[config.mk]
export PLATFORM = sky130hd
export DESIGN_NAME = prime_test_and_count
export DESIGN_NICKNAME = d
export VERILOG_FILES = /design/src/rtl/core/ptc_pkg.sv /design/src/rtl/core/ptc_div.sv /design/src/rtl/core/prime_test_and_count.sv
export SDC_FILE = /design/constraint.sdc
export NUM_CORES = 1
export LEC_CHECK = 0
export ABC_AREA = 1
export CAP_MARGIN = 20
export CORE_MARGIN = 4
export CORE_UTILIZATION = 55
export CTS_BUF_LIST = sky130_fd_sc_hd__clkbuf_16
export DETAILED_ROUTE_END_ITERATION = 16
export DONT_BUFFER_PORTS = 1
export HOLD_SLACK_MARGIN = 0.05
export PLACE_DENSITY = 0.76
export SKIP_CTS_REPAIR_TIMING = 1
export SYNTH_ARGS = -nofsm -noshare
export SYNTH_HDL_FRONTEND = slang
export SYNTH_SLANG_ARGS = --single-unit
[constraint.sdc]
create_clock -name clk -period 9.05 [get_ports clk]
set_input_delay 1.81 -clock clk [delete_from_list [all_inputs] [get_ports clk]]
set_output_delay 1.81 -clock clk [all_outputs]
set_load 0.01 [all_outputs]
[src/rtl/core/ptc_pkg.sv]
// Shared types and constants for the prime test and count block.
package ptc_pkg;

  localparam int PTC_VALUE_W = 32;
  localparam int PTC_COUNT_W = 16;

  // First odd trial divisor and the step between trial divisors.
  localparam logic [PTC_VALUE_W-1:0] PTC_FIRST_DIV = PTC_VALUE_W'(3);
  localparam logic [PTC_VALUE_W-1:0] PTC_DIV_STEP  = PTC_VALUE_W'(2);
  localparam logic [PTC_VALUE_W-1:0] PTC_TWO       = PTC_VALUE_W'(2);

  typedef struct packed {
    logic signed [PTC_VALUE_W-1:0] value;
    logic                          last;
  } ptc_in_t;

  typedef struct packed {
    logic                   is_prime;
    logic [PTC_COUNT_W-1:0] prime_count;
    logic                   last_out;
  } ptc_out_t;

  // Status from the serial divider to the sequencer.
  typedef struct packed {
    logic                   done;
    logic [PTC_VALUE_W-1:0] quot;
    logic [PTC_VALUE_W-1:0] rem;
  } ptc_div_res_t;

endpackage

[src/rtl/core/ptc_div.sv]
// Bit-serial restoring divider: one quotient bit per cycle.
module ptc_div
  import ptc_pkg::*;
(
  input  logic                   clk,
  input  logic                   rst,
  input  logic                   start,
  input  logic [PTC_VALUE_W-1:0] dividend,
  input  logic [PTC_VALUE_W-1:0] divisor,
  output ptc_div_res_t           res
);

  localparam int CNT_W = $clog2(PTC_VALUE_W);

  logic                   busy;
  logic                   done;
  logic [CNT_W-1:0]       cnt;
  logic [PTC_VALUE_W-1:0] acc;
  logic [PTC_VALUE_W-1:0] quo;
  logic [PTC_VALUE_W-1:0] dvs;
  logic [PTC_VALUE_W:0]   shifted;
  logic [PTC_VALUE_W:0]   diff;
  logic                   fits;

  // shift in next dividend bit, try to subtract the divisor
  assign shifted = {acc, quo[PTC_VALUE_W-1]};
  assign diff    = shifted - {1'b0, dvs};
  assign fits    = shifted >= {1'b0, dvs};

  always_ff @(posedge clk) begin
    if (rst) begin
      busy <= 1'b0;
      done <= 1'b0;
    end else begin
      done <= 1'b0;
      if (start) begin
        busy <= 1'b1;
        acc  <= '0;
        quo  <= dividend;
        dvs  <= divisor;
        cnt  <= CNT_W'(PTC_VALUE_W - 1);
      end else if (busy) begin
        acc <= fits ? diff[PTC_VALUE_W-1:0] : shifted[PTC_VALUE_W-1:0];
        quo <= {quo[PTC_VALUE_W-2:0], fits};
        cnt <= cnt - CNT_W'(1);
        if (cnt == '0) begin
          busy <= 1'b0;
          done <= 1'b1;
        end
      end
    end
  end

  assign res.done = done;
  assign res.quot = quo;
  assign res.rem  = acc;

endmodule

[src/rtl/core/prime_test_and_count.sv]
// Top level: trial-division primality test with a per-set prime counter.
// Words that are negative, below 3 or even are settled without division; otherwise
//   each of k odd trial divisors takes one serial division of W = 32 bit steps.
// Worst case about 23170 divisors per word; one word at a time.
// The output register lets the next word be taken while a result waits.
// Reset (rst, synchronous): sequencer idle, no result pending, set count zero.
module prime_test_and_count
  import ptc_pkg::*;
(
  input  logic     clk,
  input  logic     rst,
  input  logic     item_valid,
  output logic     item_ready,
  input  ptc_in_t  item,
  output logic     res_valid,
  input  logic     res_ready,
  output ptc_out_t res
);

  typedef enum logic [1:0] {
    S_IDLE,
    S_DIV,
    S_DONE
  } state_t;

  state_t                 state;
  logic [PTC_VALUE_W-1:0] value;       // held word under test
  logic                   last;
  logic [PTC_VALUE_W-1:0] divisor;     // current odd trial divisor
  logic                   prime;
  logic                   div_start;
  logic [PTC_COUNT_W-1:0] running_count;
  logic [PTC_COUNT_W-1:0] count_next;
  ptc_div_res_t           div_res;

  logic in_neg;
  logic in_below2;
  logic in_two;
  logic in_even;
  logic in_short;
  logic push;

  // Cheap classification on the incoming word; only odd values of 3 and
  // above go through trial division.
  assign in_neg    = item.value[PTC_VALUE_W-1];
  assign in_below2 = (item.value[PTC_VALUE_W-1:1] == '0);
  assign in_two    = (item.value == PTC_TWO);
  assign in_even   = !item.value[0];
  assign in_short  = in_neg || in_below2 || in_even;

  assign item_ready = (state == S_IDLE);

  // Output register free, or being emptied this cycle
  assign push = (state == S_DONE) && (!res_valid || res_ready);

  // Saturating count including the current word
  assign count_next = (prime && (running_count != '1)) ?
                      running_count + PTC_COUNT_W'(1) : running_count;

  ptc_div u_div (
    .clk      (clk),
    .rst      (rst),
    .start    (div_start),
    .dividend (value),
    .divisor  (divisor),
    .res      (div_res)
  );

  always_ff @(posedge clk) begin
    if (rst) begin
      state         <= S_IDLE;
      res_valid     <= 1'b0;
      div_start     <= 1'b0;
      running_count <= '0;
    end else begin
      // a push in the same cycle keeps the output register full
      if (res_valid && res_ready && !push) begin
        res_valid <= 1'b0;
      end
      case (state)
        S_IDLE: begin
          div_start <= item_valid && !in_short;
          if (item_valid) begin
            value   <= item.value;
            last    <= item.last;
            divisor <= PTC_FIRST_DIV;
            if (in_short) begin
              // covers 2 as the only even prime
              prime <= in_two;
              state <= S_DONE;
            end else begin
              state <= S_DIV;
            end
          end
        end
        S_DIV: begin
          // next trial only while the bound holds and no factor has turned up
          div_start <= div_res.done && (divisor <= div_res.quot) &&
                       (div_res.rem != '0);
          if (div_res.done) begin
            if (divisor > div_res.quot) begin
              // divisor squared now exceeds the value: no factor found
              prime <= 1'b1;
              state <= S_DONE;
            end else if (div_res.rem == '0) begin
              prime <= 1'b0;
              state <= S_DONE;
            end else begin
              divisor <= divisor + PTC_DIV_STEP;
            end
          end
        end
        S_DONE: begin
          div_start <= 1'b0;
          if (push) begin
            res_valid       <= 1'b1;
            res.is_prime    <= prime;
            res.prime_count <= count_next;
            res.last_out    <= last;
            running_count   <= last ? '0 : count_next;
            state           <= S_IDLE;
          end
        end
        default: begin
          div_start <= 1'b0;
          state     <= S_IDLE;
        end
      endcase
    end
  end

  // Trial divisors are always odd and at least three while dividing
  a_div_odd: assert property (@(posedge clk) disable iff (rst)
    (state == S_DIV) |-> (divisor[0] && (divisor >= PTC_FIRST_DIV)))
    else $error("trial divisor not odd or below three");

  // Divider only finishes while the sequencer waits for it
  a_done_in_div: assert property (@(posedge clk) disable iff (rst)
    div_res.done |-> (state == S_DIV))
    else $error("divider finished outside trial division");

  // A composite word leaves the count unchanged
  a_count_hold: assert property (@(posedge clk) disable iff (rst)
    (push && !prime) |=> (res.prime_count == $past(running_count)))
    else $error("count moved on a non-prime word");

  // A new result always comes from the done state
  a_push_src: assert property (@(posedge clk) disable iff (rst)
    (!res_valid ##1 res_valid) |-> $past(state == S_DONE))
    else $error("result issued outside done state");

endmodule

Word-level counts from Yosys, hierarchy flattened
Cells that the tools add are included.

storage, ports and cells
  register bits after elaboration = 207
  latch bits = 0
  memory bits (writable) = 0
  ROM bits = 0
  input bits = 37
  word-level logic and storage cells = 100
  memories kept = 0

operators by class
  add/sub/neg operators = 4
  $mul = 0
  divide/modulo/power cells = 0
  order comparisons = 3
  eq/ne operators = 11
  shifts and indexed selects = 0
  mux-type cells = 33
  bitwise logic cells = 2
  reductions and logical operators = 30

operator list
  operator                                                           count
  32-bit 2-to-1 mux                                                  8
  32-bit case mux with 2 select lines                                1
  33-bit by 32-bit greater-or-equal comparator with 1-bit output     1
  32-bit by 2-bit adder with 32-bit output (second input constant)   1
  32-bit by 2-bit == test with 1-bit output (second input constant)  1
  32-bit greater-than comparator                                     1
  32-bit <= comparator                                               1
  32-bit zero test                                                   1
  16-bit 2-to-1 mux                                                  2
  32-bit nonzero test                                                1
  32-bit subtractor                                                  1
  31-bit zero test                                                   1
  16-bit by 1-bit adder with 16-bit output (second input constant)   1
  16-bit inequality test (second input constant)                     1
  1-bit 2-to-1 mux                                                   12
  2-bit 2-to-1 mux                                                   6
  6-bit AND reduction                                                2
  2-bit inequality test (second input constant)                      4
  1-bit logical AND                                                  7
  2-bit case mux with 3 select lines                                 1
  2-bit AND reduction                                                3
  3-bit AND reduction                                                2
  5-bit zero test                                                    1
  5-bit 2-to-1 mux                                                   1
  other kinds (13)                                                   22

Logic depth before layout (Yosys ltp)
Gate-level depths: netlist of run 1.

  depth after elaboration = 8
  gate-level depth with buffers = 17
  depth with buffers taken out = 16

Cells and area by module
Synthesis of run 1 repeated with hierarchy kept, for this count alone.

unflattened totals
  cell total of the unflattened synthesis = 1646
  area, all modules = 12914.9 µm²

by module, submodules not included
  module                instances  cells an instance  area an instance (µm²)  sequential area each (µm²)
  ptc_div               1          963                7021.7                  3072.9
  prime_test_and_count  1          683                5893.2                  2892.8

Least setup slack after synthesis of run 1
No wires, ideal clock.

  kind = input -> register
  from = input rst
  to = register u_div.busy
  data arrival time = 5694 ps
  path slack = 3282 ps
  stages = 3
  buffers on the path = 0
  path through = a21oi_1 > o21ai_0 > inv_1

RTL lines
  element               line                        source
  start, declared       prime_test_and_count.sv:11  input logic rst,
  end signal, assigned  ptc_div.sv:32               busy <= 1'b0;
  end signal, assigned  ptc_div.sv:37               busy <= 1'b1;
  end signal, assigned  ptc_div.sv:47               busy <= 1'b0;
  end, declared         ptc_div.sv:15               logic busy;

Worst setup path in the final report of run 1
  from = register u_div.acc[3]
  to = register u_div.acc[18], data pin

between the ends
  longest elaborated chain between the ends = 3
  elaborated cells between the ends (all ways) = 4
  those cells by class = 1 x add/sub; 1 x order compare; 2 x mux

ends and longest elaborated chain
  element                                                                                                     line                          source
  start, declared                                                                                             ptc_div.sv:18                 logic [PTC_VALUE_W-1:0] acc;
  start signal, assigned                                                                                      ptc_div.sv:43                 acc <= fits ? diff[PTC_VALUE_W-1:0] : shifted[PTC_VALUE_W-1:0];
  32-bit subtractor / 33-bit by 32-bit greater-or-equal comparator with 1-bit output (equally long branches)  ptc_div.sv:27, ptc_div.sv:28
  32-bit 2-to-1 mux *                                                                                         ptc_div.sv:43
  32-bit 2-to-1 mux *                                                                                         ptc_div.sv:42                 end else if (busy) begin

Mark *: on every way between the ends. The rest lies on a longest branch, timed or not. The select of a mux whose other input is x is not followed.
A chain may end at the register's enable or synchronous reset.

==> results of run 1 <==
==> state kept, by name, indices dropped and copies added, names as in the netlist <==
name and flops:
u_div.quo 32, last 1, running_count 16, u_div.dvs 31
u_div.done 1, res 18, div_start 1, value 32
divisor 31, u_div.cnt 5, prime 1, u_div.busy 1
res_valid 1, state 2, u_div.acc 32
==> worst max-delay path: stages (launching register included) <==
cell and delay (ns):
edfxtp_1 0.42, ha_1 0.39, a21oi_1 0.26, nand2_2 0.13, nand2_1 0.08, nand2_1 0.10
nand2_1 0.14, nand3_2 0.10, nand2_2 0.15, nand2_4 0.26, nor2_4 0.70, nand2_1 0.17
nand2_1 0.12
==> cell type report <==
class | count | share of cell area
flip-flops and latches | 205 | 0.4520
multi-input cells | 1024 | 0.3970
inverters | 217 | 0.06221
clock buffers | 23 | 0.04382
well taps | 275 | 0.02620
clock inverters | 18 | 0.01334
repair buffers | 9 | 0.005430
==> through the flow <==
step                area, um2  power (mW)  hold WS, ns  setup slack, ns
global placement        12370       1.473       0.4580            5.272
finish                  13130       2.394       0.4798            5.879
floorplan               12090       1.402       0.4218            3.282
detailed placement      12380       1.487       0.4641            5.593
CTS                     13130       2.410       0.4793            5.925
global route            13130       2.507       0.4840            5.671
==> worst max path at each step <==
stage | from | slack (ns) | end | cells after the start
2_1_floorplan | rst | 3.28 | u_div.busy | 3
3_3_place_gp | res_ready | 5.27 | running_count[2] | 6
3_5_place_dp | res_ready | 5.59 | running_count[10] | 7
4_1_cts | u_div.acc[3] | 5.93 | u_div.acc[18] | 12
5_1_grt | u_div.acc[3] | 5.67 | u_div.acc[24] | 12
6_report | u_div.acc[3] | 5.88 | u_div.acc[18] | 12
==> placed cells by master (no fill, tap or decap), types with 23 or more instances in the layout <==
cell       count
nand2_1      407
a21oi_1       97
clkbuf_16     23
nor3_1        28
ha_1          67
inv_1        215
o21ai_0       90
edfxtp_1     183
nand3_1       73
nor2_1       147
==> power by group through the flow <==
stage,Combinational [mW],Clock (mW),Sequential (mW)
global placement,0.278,0,1.20
global route,0.336,0.985,1.19
CTS,0.293,0.939,1.18
detailed placement,0.290,0,1.20
finish,0.293,0.923,1.18
floorplan,0.224,0,1.18
==> cells by family (layout without fill, tap and decap cells) <==
group	after synthesis	in the layout
simple gates	731	731
xor+xnor	17	17
buf+inv	243	267
compound gates	208	208
flops	205	205
fa+ha+maj	68	68
==> per-layer routing <==
metal | vias up | GRT usage
li1 | 4890 | -
met1 | 4562 | 0.3247
met2 | 322 | 0.3769
met3 | 51 | 0.03042
met4 | 0 | 0.05785
met5 | - | 0
==> flow_summary_export.csv, run 1 <==
group,metric,value,unit
worst_setup_path,r2r_end,"u_div.acc[18]",
clocking,cts.sinks,205,
power,pwr-share-clk,0.386,
floorplanning,die_area,24420,um2
worst_setup_path,crit_type,"reg -> reg",
worst_setup_path,cp_max_fo,31,
global_routing,grt_pass1_vias,9249,
floorplanning,ios,57,
cells_and_area,multi_input_area,5214,um2
worst_setup_path,worstSetupStartpointType,"register",
min_path,hold_path.startpoint,"last",
global_routing,grt_max_degree,71,
timing,worst_pin_slew,0.9088,ns
placed_design,dp_hpwl,20.58,mm
cells_and_area,fin_util,0.6151,
drt,drtIter0Drc,866,
clocking,numCtsBuffers,23,
logic_synthesis,synth-simple-area-share,0.2563,
global_routing,overflow,0,
drt,wl_met1,12.47,mm
logic_synthesis,synthXorXnorAreaFrac,0.01231,
placed_design,dp.cells,1730,
drt,drc_errors,0,
timing,relSlewSlack,0.3942,
clocking,cts_root_buffer,"clkbuf_16",
min_path,worstHoldPathType,"reg -> reg",
floorplanning,core_area,21350,um2
cells_and_area,drive_gt1_frac,0.04880,
power,p_leak,5.591,nW
power,seq_power_share,0.492,
placed_design,portBuffers,0,
worst_setup_path,r2r-start,"u_div.acc[3]",
logic_synthesis,yosysTopAreaCellShare,0.4545,
logic_synthesis,synth_common_cells,"407 x nand2_1, 213 x inv_1, 183 x edfxtp_1",
worst_setup_path,required,9.41,ns
power,p_per_area,182.3,nW/um2
global_routing,grt_pass1_wl,45.61,mm
timing,finalCriticalPeriod,3.171,ns
logic_synthesis,synth_cell_type_count,42,
power,intPower,1.760,mW
clocking,htreeDepth,1,
cells_and_area,fillCellCount,1842,
logic_synthesis,synth_most_common_cell,"nand2_1",
cells_and_area,antennaDiodeCount,0,
timing,fmax,315.3,MHz
clocking,clock_path_buffers,3,
worst_setup_path,crit_path_end_kind,"register",
logic_synthesis,synthAdderAreaFrac,0.07099,
drt,top_layer,"met4",
drt,dr.pass1.iters,5,
timing,hold_violations,0,
cells_and_area,final_cells,1771,
drt,met2WireLength,12.88,mm
logic_synthesis,synth_flop_cell,"edfxtp_1",
worst_setup_path,r2r_cells,12,
floorplanning,rows,53,
run_status,status,"finished clean",
timing,setup_tns,0,ns
logic_synthesis,seq_area_frac_synth,0.4909,
drt,ant_nets,0,
logic_synthesis,postSynthCellCount,1472,
power,switching_share,0.2647,
clocking,cts.clk_slew.worst_paths,0.06,ns
timing,drv_slew,0,
cells_and_area,area_growth,8.619,%
timing,setup_violations,0,
drt,wl_met3,1.808,mm
logic_synthesis,ys.warnings.count,0,
floorplanning,fp.dieH,156.3,um
power,ir_worst_vdd,0.0001479,V
power,pwr-share-comb,0.122,
logic_synthesis,ys_async_sr_fraction,0,
global_routing,antenna_found_initial,0,
drt,wire_per_inst,15.67,um
cells_and_area,nets,1585,
worst_setup_path,r2r_slack,5.88,ns
logic_synthesis,avgSynthCellArea,8.214,um2
cells_and_area,seqCellArea,5937,um2
drt,via_per_inst,5.548,
worst_setup_path,arrival,3.53,ns
logic_synthesis,synth_top_cells_by_area,"edfxtp_1 45%, nand2_1 13%, ha_1 6.9%",
clocking,cts_tree,"yes",
floorplanning,dieWidth,156.3,um
logic_synthesis,synth_top_family_by_area,"simple AND/OR/NAND/NOR gates",
logic_synthesis,synth_seq_cells,205,
clocking,worstSkewPairLatency,0.51,ns
logic_synthesis,synth_area_leader_cell,"edfxtp_1",
power,p_switching,0.6336,mW
logic_synthesis,synth_compound_gate_area_share,0.08992,
logic_synthesis,syn_area,12090,um2
timing,skew,0.02361,ns
flow_run,max-cap-violations,0,
timing,rsz0062_at_grt,"no",
min_path,whs_endpoint,"res[0]",
drt,dr_total_vias,9825,
timing,period_share,0.3504,
placed_design,routabilityCongestion,0.9423,
global_routing,grtUsageTotal,0.2292,
drt,routed_wl,27.76,mm
min_path,hold_depth,0,
logic_synthesis,synth_edf_count,183,
floorplanning,initial_core_util,0.5663,
logic_synthesis,synth_mux_area_frac,0,
logic_synthesis,syn_nets,1577,
No activity file was read; power rests on OpenSTA's default activity.
==> inputs of run 2 (changes only) <==
Settings changed: PLACE_DENSITY 0.76 to 0.79.
Clock period 9.05 ns to 2.9 ns, I/O delays scaled along.
==> flow_summary_export.csv, run 2 (synthesized netlist as in run 1, its figures left out) <==
group,metric,value,unit
worst_setup_path,crit_start,"u_div.acc[15]",
placed_design,portBuffers,0,
timing,worst_pin_slew,0.6560,ns
global_routing,antenna_found_initial,0,
cells_and_area,final_cell_mix,"407 x nand2_1, 217 x inv_1, 183 x edfxtp_1",
timing,finalCriticalPeriod,2.670,ns
drt,routed_wl,28.51,mm
global_routing,grt_max_degree,69,
worst_setup_path,r2r-start,"u_div.acc[15]",
cells_and_area,seqCellArea,5937,um2
timing,skew,0.01198,ns
drt,dr.pass1.iters,8,
timing,finalWorstSetupSlack,0.2300,ns
drt,ant_nets,0,
cells_and_area,multi_input_area,5214,um2
drt,wire_per_inst,16.05,um
clocking,worstSkewPairLatency,0.53,ns
floorplanning,die_area,24420,um2
min_path,worstHoldPathType,"in -> reg",
floorplanning,initial_core_util,0.5663,
floorplanning,core_area,21350,um2
global_routing,grt_pass1_vias,9500,
flow_run,max-cap-violations,0,
floorplanning,ios,57,
cells_and_area,drive_gt1_frac,0.04797,
global_routing,overflow,0,
drt,dr_total_vias,9891,
worst_setup_path,required,3.18,ns
drt,drc_errors,0,
clocking,numCtsBuffers,23,
power,p_per_area,580.9,nW/um2
placed_design,dp_hpwl,21.07,mm
floorplanning,fp.dieH,156.3,um
placed_design,place_area,12450,um2
cells_and_area,reg.largest.list,"u_div.acc (32), u_div.quo (32), value (32)",
global_routing,grt_pass1_wl,46.25,mm
timing,fmax,374.5,MHz
cells_and_area,final_area,13250,um2
clocking,cts.clk_slew.worst_paths,0.07,ns
timing,timing.hold.ws,0.1155,ns
power,ir_worst_vdd,0.0005498,V
placed_design,routabilityCongestion,0.9751,
cells_and_area,final_cells,1776,
worst_setup_path,r2r_cells,13,
clocking,cts_root_buffer,"clkbuf_16",
floorplanning,dieWidth,156.3,um
timing,rsz0062_at_grt,"no",
timing,period_share,0.9207,
cells_and_area,area_growth,9.582,%
power,p_leak,5.640,nW
cells_and_area,nets,1589,
timing,setup_tns,0,ns
placed_design,dp.cells,1734,
clocking,htreeDepth,1,
worst_setup_path,crit_path_end,"u_div.acc[30]",
run_status,status,"finished clean",
clocking,clock_path_buffers,3,
timing,hold_violations,0,
worst_setup_path,worstSetupStartpointType,"register",
worst_setup_path,arrival,2.95,ns
clocking,cts.sinks,205,
worst_setup_path,cp_max_fo,29,
cells_and_area,fillCellCount,1813,
cells_and_area,final_common_cell,"nand2_1",
timing,setup_violations,0,
worst_setup_path,crit_type,"reg -> reg",
floorplanning,rows,53,
drt,via_per_inst,5.569,
timing,relSlewSlack,0.5616,
global_routing,grtUsageTotal,0.2335,
timing,drv_slew,0,
worst_setup_path,r2r_end,"u_div.acc[30]",
drt,drtIter0Drc,900,
worst_setup_path,crit_path_end_kind,"register",
placed_design,place_ws,0.2030,ns
clocking,cts_tree,"yes",
cells_and_area,antennaDiodeCount,0,
worst_setup_path,r2r_slack,0.23,ns
## run 2: layout make-up
type,count,share of cell area
repair buffers,13,0.01020
clock inverters,19,0.01719
multi-input cells,1024,0.3935
flip-flops and latches,205,0.4481
clock buffers,23,0.04344
inverters,217,0.06166
well taps,275,0.02597
## run 2: where the power goes
group | switching, mW | internal (mW) | leakage [nW]
clock | 1.19 | 1.89 | 0.400
combinational | 0.634 | 0.300 | 3.38
sequential | 0.188 | 3.49 | 1.86
## run 2: routing by layer
layer | track usage | wire length [um] | vias up
met5 | 0 | 0 | -
li1 | - | - | 4921
met4 | 0.07810 | 849 | 0
met1 | 0.3093 | 11880 | 4508
met2 | 0.3874 | 13410 | 406
met3 | 0.04646 | 2370 | 56
## run 2: per-stage QoR
step | util | total power [mW]
global route | 0.6205 | 8.039
finish | 0.6205 | 7.697
global placement | 0.5829 | 4.614
detailed placement | 0.5829 | 4.654
CTS | 0.6205 | 7.743
floorplan | - | 4.373
## run 2: how the worst min path moves through the flow
| stage | from | slack [ns] | to | cells after the start |
|---|---|---|---|---|
| floorplan | last | 0.43 | res[0] | 0 |
| global placement | running_count[15] | 0.47 | running_count[15] | 2 |
| detailed placement | running_count[15] | 0.48 | running_count[15] | 2 |
| CTS | rst | 0.1 | running_count[8] | 1 |
| global route | rst | 0.11 | running_count[7] | 1 |
| finish | rst | 0.12 | running_count[9] | 1 |
## run 2: critical path, cell delays in order, from the launching register on
cell      delay [ns]
edfxtp_1        0.48
ha_1            0.40
nand2_1         0.10
nor2_1          0.29
nand2_1         0.15
nor2_1          0.11
nand2_1         0.10
nand3_2         0.09
nand2_2         0.11
nand2_4         0.19
nor2_4          0.05
buf_12          0.19
nand2_1         0.07
nand2_1         0.06
==> inputs of run 3 (changes only) <==
Settings changed: REMOVE_ABC_BUFFERS from default to 1.
==> flow_summary_export.csv, run 3 (synthesized netlist as in run 1, its figures left out) <==
group,metric,value,unit
floorplanning,dieWidth,156.3,um
worst_setup_path,cp_max_fo,28,
drt,routed_wl,28.40,mm
clocking,cts_tree,"yes",
clocking,cts.clk_slew.worst_paths,0.06,ns
global_routing,grt_max_degree,69,
drt,drc_errors,0,
cells_and_area,fin_util,0.6211,
cells_and_area,nets,1592,
timing,drv_slew,0,
worst_setup_path,worstSetupStartpointType,"register",
placed_design,dp.cells,1737,
power,p_per_area,580.9,nW/um2
cells_and_area,reg.largest.list,"u_div.acc (32), u_div.quo (32), value (32)",
floorplanning,initial_core_util,0.5663,
power,ir_worst_vdd,0.0005847,V
global_routing,grt_pass1_wl,46.55,mm
placed_design,portBuffers,0,
clocking,cts.sinks,205,
cells_and_area,fillCellCount,1810,
clocking,worstSkewPairLatency,0.53,ns
timing,skew,0.02812,ns
placed_design,place_area,12460,um2
floorplanning,rows,53,
placed_design,dp_hpwl,21.16,mm
min_path,worstHoldPathType,"in -> reg",
drt,wire_per_inst,15.96,um
worst_setup_path,crit_type,"reg -> reg",
timing,relSlewSlack,0.5549,
run_status,status,"finished clean",
floorplanning,fp.dieH,156.3,um
cells_and_area,final_area,13260,um2
timing,setup_violations,0,
drt,dr_total_vias,9860,
timing,hold_violations,0,
cells_and_area,final_common_cell,"nand2_1",
drt,dr.pass1.iters,5,
global_routing,antenna_found_initial,0,
cells_and_area,final_cells,1779,
power,p_leak,5.658,nW
drt,ant_nets,0,
power,total_power,7.703,mW
timing,period_share,0.9142,
floorplanning,die_area,24420,um2
timing,worst_pin_slew,0.6660,ns
clocking,numCtsBuffers,23,
worst_setup_path,required,3.17,ns
worst_setup_path,crit_path_end_kind,"register",
timing,finalCriticalPeriod,2.651,ns
timing,fmax,377.2,MHz
drt,via_per_inst,5.542,
flow_run,max-cap-violations,0,
cells_and_area,area_growth,9.675,%
global_routing,grtUsageTotal,0.2333,
timing,rsz0062_at_grt,"no",
cells_and_area,antennaDiodeCount,0,
cells_and_area,final_cell_mix,"407 x nand2_1, 216 x inv_1, 183 x edfxtp_1",
placed_design,routabilityCongestion,0.9772,
worst_setup_path,arrival,2.92,ns
floorplanning,core_area,21350,um2
drt,drtIter0Drc,960,
clocking,cts_root_buffer,"clkbuf_16",
timing,timing.hold.ws,0.1107,ns
clocking,htreeDepth,1,
global_routing,grt_pass1_vias,9359,
global_routing,overflow,0,
clocking,clock_path_buffers,3,
cells_and_area,drive_gt1_frac,0.05253,
floorplanning,ios,57,
[run 3: changes by cell type in the layout (fill, tap and decap cells not counted)]
cell      before  now
clkinv_2       0    5
buf_4         10   14
clkinv_1       8    5
buf_12         3    2
clkinv_4       1    0
inv_1        217  216
o21ai_0       89   90
o21ai_1        2    1
[run 3: worst max-delay path, stage by stage (launching register included)]
cell and delay, ns:
edfxtp_1 0.49, ha_1 0.43, nand2_1 0.11, nor2_1 0.20, nand2_1 0.13, nor2_1 0.20
nand4_1 0.11, nand2_1 0.10, inv_2 0.07, nand2_4 0.16, nor2_4 0.06, buf_12 0.19
nand2_1 0.08, nand2_1 0.05
[run 3: report_power, final]
group	internal (mW)	switching [mW]	total [mW]
Combinational	0.302	0.638	0.940
Clock	1.90	1.19	3.09
Sequential	3.49	0.189	3.68
Total	5.69	2.02	7.70
[run 3: routing by layer]
metal | global-route usage | part of all wire | vias to the layer above
met5 | 0 | 0 | -
met4 | 0.05826 | 0.025 | 0
met3 | 0.03927 | 0.082 | 60
met2 | 0.3872 | 0.47 | 386
met1 | 0.3223 | 0.43 | 4495
li1 | - | - | 4919
[run 3: metrics by stage]
| step | setup slack (ns) | TNS [ns] |
|---|---|---|
| finish | 0.2487 | 0 |
| global route | 0.1149 | 0 |
| CTS | 0.3058 | 0 |
| detailed placement | 0.3410 | 0 |
| global placement | 0.3915 | 0 |
| floorplan | -3.560 | -306.64 |
[run 3: worst paths after layout]
| check | from | to | slack, ns | cells past startpoint |
|---|---|---|---|---|
| max | u_div.acc[16] | u_div.acc[18] | 0.25 | 13 |
| min | rst | running_count[4] | 0.11 | 1 |
| min reg2reg | last | res[0] | 0.46 | 0 |
| max reg2reg | u_div.acc[16] | u_div.acc[18] | 0.25 | 13 |
[run 3: cell type report]
cell class | count | area (um2) | area share
Clock buffer | 23 | 575.6 | 0.04340
Clock inverter | 19 | 229.0 | 0.01727
Inverter | 217 | 817.0 | 0.06161
Multi-Input combinational cell | 1024 | 5214 | 0.3931
Sequential cell | 205 | 5937 | 0.4477
Tap cell | 275 | 344.1 | 0.02595
Timing Repair Buffer | 16 | 145.1 | 0.01094
